==> config.mk <==
export PLATFORM = sky130hd
export DESIGN_NAME = lmafg_frame_prep
export DESIGN_NICKNAME = d
export VERILOG_FILES = /design/src/rtl/core/lmafg_pkg.sv /design/src/rtl/core/lmafg_frame_prep.sv
export SDC_FILE = /design/constraint.sdc
export NUM_CORES = 2
export LEC_CHECK = 0
export BUFFER_PORTS_ARGS = -buffer_cell sky130_fd_sc_hd__buf_4
export CORE_ASPECT_RATIO = 1.5
export CORE_MARGIN = 4
export CORE_UTILIZATION = 40
export CTS_CLUSTER_SIZE = 24
export DETAILED_ROUTE_END_ITERATION = 8
export GPL_TIMING_DRIVEN = 0
export HOLD_SLACK_MARGIN = 0.05
export PLACE_DENSITY = 0.65
export REMOVE_ABC_BUFFERS = 1
export SYNTH_ARGS = -nofsm -noshare
export SYNTH_HDL_FRONTEND = slang
export SYNTH_SLANG_ARGS = --single-unit
==> constraint.sdc <==
create_clock -name clk_i -period 10.7 [get_ports clk_i]
set_clock_uncertainty 0.15 [all_clocks]
set_input_delay 0.535 -clock clk_i [delete_from_list [all_inputs] [get_ports clk_i]]
set_output_delay 0.535 -clock clk_i [all_outputs]
set_load 0.02 [all_outputs]
==> src/rtl/core/lmafg_pkg.sv <==
// Package for the LED matrix animation frame generator.
// Types, sprite ROMs and constants; no dependencies.
`timescale 1ns / 1ps
package lmafg_pkg;

  localparam int unsigned COLUMNS = 32;
  localparam int unsigned COL_W = $clog2(COLUMNS);

  typedef enum logic [1:0] {
    OP_HEARTBEAT = 2'd0,
    OP_HEARTS    = 2'd1,
    OP_SPARKLE   = 2'd2,
    OP_ARROW     = 2'd3
  } op_e;

  typedef struct packed {
    logic [1:0]  opcode;
    logic [31:0] elapsed_ms;
  } in_item_t;

  typedef struct packed {
    logic [4:0] column_index;
    logic [7:0] column_bits;
    logic       last_column;
    logic [6:0] frame_interval_ms;
  } out_item_t;

  // Per-frame values computed once per input item.
  typedef struct packed {
    logic [1:0]  op;
    logic [10:0] t1300;
    logic [11:0] t2600;
    logic [5:0]  d39;
    logic [31:0] slot;
  } frame_t;

  function automatic logic [7:0] big_heart(input logic [3:0] k);
    case (k)
      4'd0, 4'd8: big_heart = 8'h0E;
      4'd1, 4'd7: big_heart = 8'h1F;
      4'd2, 4'd6: big_heart = 8'h3F;
      4'd3, 4'd5: big_heart = 8'h7E;
      4'd4:       big_heart = 8'hFE;
      default:    big_heart = 8'h00;
    endcase
  endfunction

  function automatic logic [7:0] mid_heart(input logic [3:0] k);
    case (k)
      4'd0, 4'd6: mid_heart = 8'h0C;
      4'd1, 4'd5: mid_heart = 8'h1E;
      4'd2, 4'd4: mid_heart = 8'h3E;
      4'd3:       mid_heart = 8'h7C;
      default:    mid_heart = 8'h00;
    endcase
  endfunction

  function automatic logic [7:0] small_heart(input logic [3:0] k);
    case (k)
      4'd0, 4'd4: small_heart = 8'h18;
      4'd1, 4'd3: small_heart = 8'h3C;
      4'd2:       small_heart = 8'h78;
      default:    small_heart = 8'h00;
    endcase
  endfunction

  function automatic logic [7:0] arrow_spr(input logic [3:0] k);
    case (k)
      4'd0, 4'd1, 4'd2, 4'd3: arrow_spr = 8'h10;
      4'd4:    arrow_spr = 8'h54;
      4'd5:    arrow_spr = 8'h38;
      default: arrow_spr = 8'h00;
    endcase
  endfunction

endpackage

==> src/rtl/core/lmafg_frame_prep.sv <==
// Per-frame preparation: time reductions and sparkle slot, three stages.
// Depends on lmafg_pkg.
`timescale 1ns / 1ps
module lmafg_frame_prep (
  input  logic                clk_i,
  input  logic                rst_ni,
  input  logic                adv_i,
  input  logic                valid_i,
  input  lmafg_pkg::in_item_t item_i,
  output logic                valid_o,
  output lmafg_pkg::frame_t   frame_o
);

  // Stage 1: quotients by reciprocal multiply (floor(x*M) >> s), 32x32.
  logic [1:0]  op1_q;
  logic [31:0] ms1_q;
  logic [63:0] q1300p_q, q2600p_q, q2145p_q, q110p_q;
  logic        v1_q, v2_q, v3_q;
  // Stage 2: corrected quotients and remainders.
  logic [1:0]  op2_q;
  logic [31:0] ms2_q, q110_q, q1300_q, q2600_q;
  logic [11:0] t2145_q;
  // Stage 3
  lmafg_pkg::frame_t fr_q;

  localparam logic [31:0] M1300 = 32'd3303820;  // ~2^32/1300
  localparam logic [31:0] M2600 = 32'd1651910;
  localparam logic [31:0] M2145 = 32'd2002315;  // 2145 = 55*39
  localparam logic [31:0] M110  = 32'd39045157;

  always_ff @(posedge clk_i) begin
    if (adv_i) begin
      op1_q    <= item_i.opcode;
      ms1_q    <= item_i.elapsed_ms;
      q1300p_q <= 64'(item_i.elapsed_ms) * 64'(M1300);
      q2600p_q <= 64'(item_i.elapsed_ms) * 64'(M2600);
      q2145p_q <= 64'(item_i.elapsed_ms) * 64'(M2145);
      q110p_q  <= 64'(item_i.elapsed_ms) * 64'(M110);
    end
  end

  // Estimates are low by at most one; fix with one compare each.
  logic [31:0] e1300, e2600, e2145, e110;
  logic [31:0] r1300, r2600, r2145, r110;
  always_comb begin
    e1300 = q1300p_q[63:32];
    e2600 = q2600p_q[63:32];
    e2145 = q2145p_q[63:32];
    e110  = q110p_q[63:32];
    r1300 = ms1_q - 32'(e1300 * 32'd1300);
    r2600 = ms1_q - 32'(e2600 * 32'd2600);
    r2145 = ms1_q - 32'(e2145 * 32'd2145);
    r110  = ms1_q - 32'(e110 * 32'd110);
  end

  always_ff @(posedge clk_i) begin
    if (adv_i) begin
      op2_q   <= op1_q;
      ms2_q   <= ms1_q;
      q1300_q <= (r1300 >= 32'd1300) ? e1300 + 32'd1 : e1300;
      q2600_q <= (r2600 >= 32'd2600) ? e2600 + 32'd1 : e2600;
      t2145_q <= (r2145 >= 32'd2145) ? 12'(r2145 - 32'd2145) : 12'(r2145);
      q110_q  <= (r110 >= 32'd110) ? e110 + 32'd1 : e110;
    end
  end

  // (ms/55) mod 39 = (ms mod 2145)/55; x*1192 >> 16 is exact below 2145.
  logic [23:0] p55;
  always_comb begin
    p55 = 24'(t2145_q) * 24'd1192;
  end

  always_ff @(posedge clk_i) begin
    if (adv_i) begin
      fr_q.op    <= op2_q;
      fr_q.t1300 <= 11'(ms2_q - 32'(q1300_q * 32'd1300));
      fr_q.t2600 <= 12'(ms2_q - 32'(q2600_q * 32'd2600));
      fr_q.d39   <= p55[21:16];
      fr_q.slot  <= q110_q;
    end
  end

  always_ff @(posedge clk_i or negedge rst_ni) begin
    if (!rst_ni) begin
      v1_q <= 1'b0;
      v2_q <= 1'b0;
      v3_q <= 1'b0;
    end else if (adv_i) begin
      v1_q <= valid_i;
      v2_q <= v1_q;
      v3_q <= v2_q;
    end
  end

  assign valid_o = v3_q;
  assign frame_o = fr_q;

endmodule

==> Yosys cells after proc, flatten, opt, wreduce, memory -nomap -nowiden <==
Index checks and enable logic that the tools add are counted.
{ "totals": {"reg_bits": 408, "latch_bits": 0, "ram_bits": 0, "mem_bits_ro": 0, "input_bits": 38, "out_inout_bits": 64, "wordCells": 52, "memories": 0} }
{ "op_classes": {"add_sub_neg": 10, "multipliers": 11, "div_mod_pow": 0, "order_cmp": 4, "eq_ne": 0, "n_shift": 0, "n_mux": 4, "bitwise": 0, "reduce_logical": 0} }
{ "op_table": {"columns": ["cell", "n"], "rows": [
  ["$sub 32x32->32", 4],
  ["$mul 32x20->52 const B", 2],
  ["$ge 32x12->1 const B", 2],
  ["$mul 32x26->58 const B", 1],
  ["$mul 32x21->53 const B", 1],
  ["$ge 32x11->1 const B", 1],
  ["$ge 32x7->1 const B", 1],
  ["$mul 21x12->32 const B", 1],
  ["$mul 26x6->31 const B", 1],
  ["$mul 22x9->30 const B", 1],
  ["$mul 21x9->29 const B", 1],
  ["$add 26x1->27 const B", 1],
  ["$mux 26", 1],
  ["$add 22x1->23 const B", 1],
  ["$mul 23x9->9 const B", 1],
  ["$add 21x1->22 const B", 1],
  ["$mul 22x9->9 const B", 1],
  ["$mux 22", 1],
  ["$mux 21", 1],
  ["$mul 12x8->19 const B", 1],
  ["$mux 12", 1],
  ["$sub 12x12->12", 1],
  ["$sub 12x12->12 const B", 1],
  ["$sub 11x11->11", 1]
]} }

==> Logic depth before layout (Yosys ltp) <==
{ "depth": {"word_depth": 4, "ltp_mapped": 32} }

==> Worst setup path before layout <==
No wires, ideal clock.
{ "synth_timing": {"path_type": "flip-flop to flip-flop", "from": "register q110p_q[41]", "to": "register q110_q[17] (data pin)", "arrival_ps": 7002, "required_time_ps": 10285, "path_slack_ps": 3283, "path_stages_with_launch": 31, "synth_period_minus_slack_ps": 7417, "cell_sequence": "edfxtp_1 > fa_1 > inv_1 > fa_1 > inv_1 > fa_1 > ha_1 > and3_1 > clkbuf_1 > nand4_1 > and4b_1 > o31a_1 > o31ai_1 > nand2_1 > nand2_1 > a21oi_1 > xor2_1 > ha_1 > buf_2 > nor3b_1 > a2111oi_1 > nand4_1 > a2111o_1 > a2111oi_0 > nand4_1 > or4_4 > nor4_4 > o2111ai_4 > buf_6 > nand3_1 > xnor2_1"} }
{ "synth_between": {"elab_chain_cells": 4, "elab_cells_between_ends": 5} }
{ "synth_lines": {"columns": ["element", "line_no", "text"], "rows": [
  ["start: declaration", "lmafg_frame_prep.sv:17", "logic [63:0] q1300p_q, q2600p_q, q2145p_q, q110p_q;"],
  ["start signal: assignment", "lmafg_frame_prep.sv:38", "q110p_q <= 64'(item_i.elapsed_ms) * 64'(M110);"],
  ["$mul 26x6->31", "lmafg_frame_prep.sv:53", "r110 = ms1_q - 32'(e110 * 32'd110);"],
  ["$sub 32x32->32", "lmafg_frame_prep.sv:53", null],
  ["$ge 32x7->1", "lmafg_frame_prep.sv:63", "q110_q <= (r110 >= 32'd110) ? e110 + 32'd1 : e110;"],
  ["$mux 26 *", "lmafg_frame_prep.sv:63", null],
  ["end signal: assignment", "lmafg_frame_prep.sv:63", null],
  ["end: declaration", "lmafg_frame_prep.sv:21", "logic [31:0] ms2_q, q110_q, q1300_q, q2600_q;"]
]} }
Every way passes the cells marked *; elsewhere a longest branch is shown, timed or not.
A chain may end at the register's enable or synchronous reset.

==> Worst setup path after layout <==
{ "layout_timing": {"from": "register q1300p_q[34]", "to": "register q1300_q[5] (data pin)"} }
{ "layout_between": {"elab_chain_cells": 4, "elab_cells_between_ends": 5} }
{ "layout_lines": {"columns": ["element", "line_no", "text"], "rows": [
  ["start: declaration", "lmafg_frame_prep.sv:17", null],
  ["start signal: assignment", "lmafg_frame_prep.sv:35", "q1300p_q <= 64'(item_i.elapsed_ms) * 64'(M1300);"],
  ["$mul 22x9->30", "lmafg_frame_prep.sv:50", "r1300 = ms1_q - 32'(e1300 * 32'd1300);"],
  ["$sub 32x32->32", "lmafg_frame_prep.sv:50", null],
  ["$ge 32x11->1", "lmafg_frame_prep.sv:60", "q1300_q <= (r1300 >= 32'd1300) ? e1300 + 32'd1 : e1300;"],
  ["$mux 22 *", "lmafg_frame_prep.sv:60", null],
  ["end signal: assignment", "lmafg_frame_prep.sv:60", null],
  ["end: declaration", "lmafg_frame_prep.sv:21", null]
]} }
Marks and branches as above.

==> reports/qor.csv <==
stage;metric;value;unit
die;fp.dieW;320;um
die;start_util;40.3;%
timing;fin_setup_tns;0;ps
global_routing;grt_pass1_vias;45384;
global_routing;antenna_found_initial;15;
yosys;synthArstFlopShare;1.29;%
yosys;ys_seq_area_share;11.9;%
timing;tightest_slew;1130;ps
die;die_h;476;um
flow_run;maxCapViolations;0;
clocking;clk_pin_slew;70;ps
yosys;synth_area_leaders;fa_1 30%, ha_1 26%, edfxtp_1 12%, inv_1 10%, xnor2_1 2.7%;
timing;rsz0062_at_grt;false;
worst_setup_path;arrival;9700;ps
worst_setup_path;cp.depth;26;
clocking;cts_resized;0;
routing;firstDrtPassIters;7;
clocking;clock_path_buffers;3;
yosys;synthesis.area;58500;sq um
routing;drt_iter0_drc;2042;
routing;detail-route-antenna-nets;0;
timing;period_minus_slack;9490;ps
placement;portBuffers;96;
yosys;synth-seq-cells;233;
clocking;h-tree-depth;1;
die;rows;171;
worst_hold_path;holdCritPathClass;input port to flop;
worst_setup_path;rrSetupSlack;1210;ps
worst_setup_path;cp_num_buf_inv;3;
worst_setup_path;r2r_cells;26;
worst_setup_path;crit_fanout;11;
placement;place_hpwl;137000;um
yosys;synth_flop_cell;edfxtp_1;
worst_setup_path;endpoint;q1300_q[5]$_DFFE_PP_;
yosys;synth.top_cell.area_share;30.4;%
routing;via_per_inst;5.26;
worst_setup_path;reg2reg_to;q1300_q[5]$_DFFE_PP_;
worst_setup_path;cp_slowest_stage_delay;790;ps
yosys;synth_warnings;0;
global_routing;track_usage;21.0;%
routing;drc;0;
layout;area_growth;6.52;%
die;ioPinCount;102;
worst_setup_path;cp_common_cell;ha_1;
clocking;cts_sinks;233;
layout;fin_nets;8103;
layout;final_layout_size_suffix_gt1_share;3.05;%
clocking;clock-root-buffer;clkbuf_16;
global_routing;grt_pass1_wl;250000;um
clocking;cts_made_buffers;26;
worst_setup_path;criticalPathCategory;flop to flop;
die;die-area;153000;sq um
worst_setup_path;critPathLaunchType;flop;
yosys;avgSynthCellArea;9.91;sq um
layout;final_cell_mix;1595 x inv_1, 1204 x ha_1, 889 x fa_1, 258 x a21oi_1, 230 x edfxtp_1;
worst_setup_path;crit_path_start;q1300p_q[34]$_DFFE_PP_;
placement;gp_congestion;0.958;
worst_setup_path;critical_path.top_delay_family;compound AO/OA/AOI/OAI gates;
clocking;cts_tree;done;
yosys;yosys.cell_types.count;98;
global_routing;grt_max_degree;120;
die;coreArea;145000;sq um
layout;layout.cells.non_filler;7898;
global_routing;grt_overflow;0;
routing;vias;41572;
worst_setup_path;worst_path_max_delay_cell;a2111oi_0;
routing;wl;159000;um
yosys;yosys.area.top_type;fa_1;
timing;finalHoldViolCount;0;
placement;dp.cells;7842;
timing;finalCritPeriodShare;88.7;%
timing;setup_viol;0;
worst_setup_path;cp-end-kind;flop;
yosys;netlist_instances;5902;
layout;layout_commonest_cell;inv_1;
routing;post_drt_wl_per_cell;20.1;um
timing;slew_headroom;24.1;%
outcome;status;finished clean;
worst_setup_path;critPathRequiredTime;10910;ps
yosys;synth_edf_count;230;
timing;final-max-slew-violation-count;0;
clocking;clk_latency;610;ps
timing;clock.fmax;0.105;GHz
worst_setup_path;reg2reg_from;q1300p_q[34]$_DFFE_PP_;
==> layer usage <==
metal / global-route usage [%] / share of wire [%] / up-vias
met5: 0 / 0.030 / -
li1: - / - / 19505
met3: 1.52 / 3.1 / 412
met1: 22.4 / 36 / 20741
met2: 39.9 / 53 / 908
met4: 12.9 / 7.7 / 6
==> how the worst min path moves through the flow <==
stage / cells after the start / slack [ps] / endpoint / from
6_report: 1 / 220 / ms1_q[3]$_DFFE_PP_ / item_i[3]
4_1_cts: 1 / 150 / ms1_q[4]$_DFFE_PP_ / item_i[4]
5_1_grt: 1 / 170 / ms1_q[4]$_DFFE_PP_ / item_i[4]
2_1_floorplan: 0 / 90 / v1_q$_DFFE_PN0P_ / rst_ni
3_3_place_gp: 1 / 170 / valid_o$_DFFE_PN0P_ / rst_ni
3_5_place_dp: 1 / 180 / v1_q$_DFFE_PN0P_ / rst_ni
==> synthesized netlist by cell type (all sizes together) (8+ instances only) <==
cell / number
a21oi: 259
a31oi: 24
or3: 22
a21boi: 13
nor2b: 41
or2: 11
a31o: 8
o22ai: 8
a21o: 134
o2111ai: 17
fa: 889
clkbuf: 47
nand4: 44
o21bai: 26
a41oi: 9
a2111oi: 13
ha: 1204
nor2: 132
o31ai: 19
nand2: 150
o211ai: 27
nor3b: 19
xnor2: 182
nand3: 82
nor3: 63
a221oi: 10
nor4: 19
and3: 45
o21ai: 154
nand3b: 8
inv: 1595
buf: 17
nand2b: 41
o31a: 10
xor2: 90
edfxtp: 230
o21a: 39
a211oi: 31
or4: 12
and2: 25
a311oi: 8
mux2i: 14
==> registers in the layout, indices dropped and copies added, names as in the netlist, 2 cells and up <==
name and count:
t2145_q 12, ms1_q 32, q110_q 27, q2145p_q 21, q1300_q 9, op2_q 2, op1_q 2, q1300p_q 22
frame_o 56, q2600_q 9, ms2_q 12, q110p_q 26
==> repair_timing <==
item | in CTS | in global routing
hold buffers | 5 | 0
hold endpoints to repair | 6 | 0
buffers inserted | 0 | 0
==> cells by family after synthesis <==
group | Yosys count | share of synthesized area, %
DFF | 233 | 11.9
and+or+nand+nor | 741 | 6.69
AOI/OAI and AO/OA | 882 | 9.99
other | 1 | 0.00641
buffers and inverters | 1659 | 10.7
xor gates and xnor gates | 272 | 4.07
muxes | 21 | 0.381
adders and majority gates | 2093 | 56.2
==> metrics by stage <==
stage                     hold slack [ps]  setup WS (ps)  util (%)  cell area [sq um]
after CTS                             151           1080      42.9              62300
after detailed placement              177           1080      42.3              61300
after global placement                173           1080      42.3              61300
after global routing                  173            747      42.9              62300
final                                 221           1210      42.9              62300
after floorplan                      89.4           3410         -              58200
==> layout make-up <==
| class | instances | area [sq um] |
|---|---|---|
| antenna | 3 | 7.51 |
| clock buffer | 28 | 658 |
| clock inverter | 20 | 238 |
| fill | 14023 | 82800 |
| inverter | 1595 | 5990 |
| multi-input combinational | 4014 | 45200 |
| sequential | 233 | 6980 |
| tap | 1903 | 2380 |
| timing repair buffer | 102 | 806 |
Power is left out: the tool's default activity adds up to more than one toggle a clock period on the data nets, which glitch-free logic cannot reach.
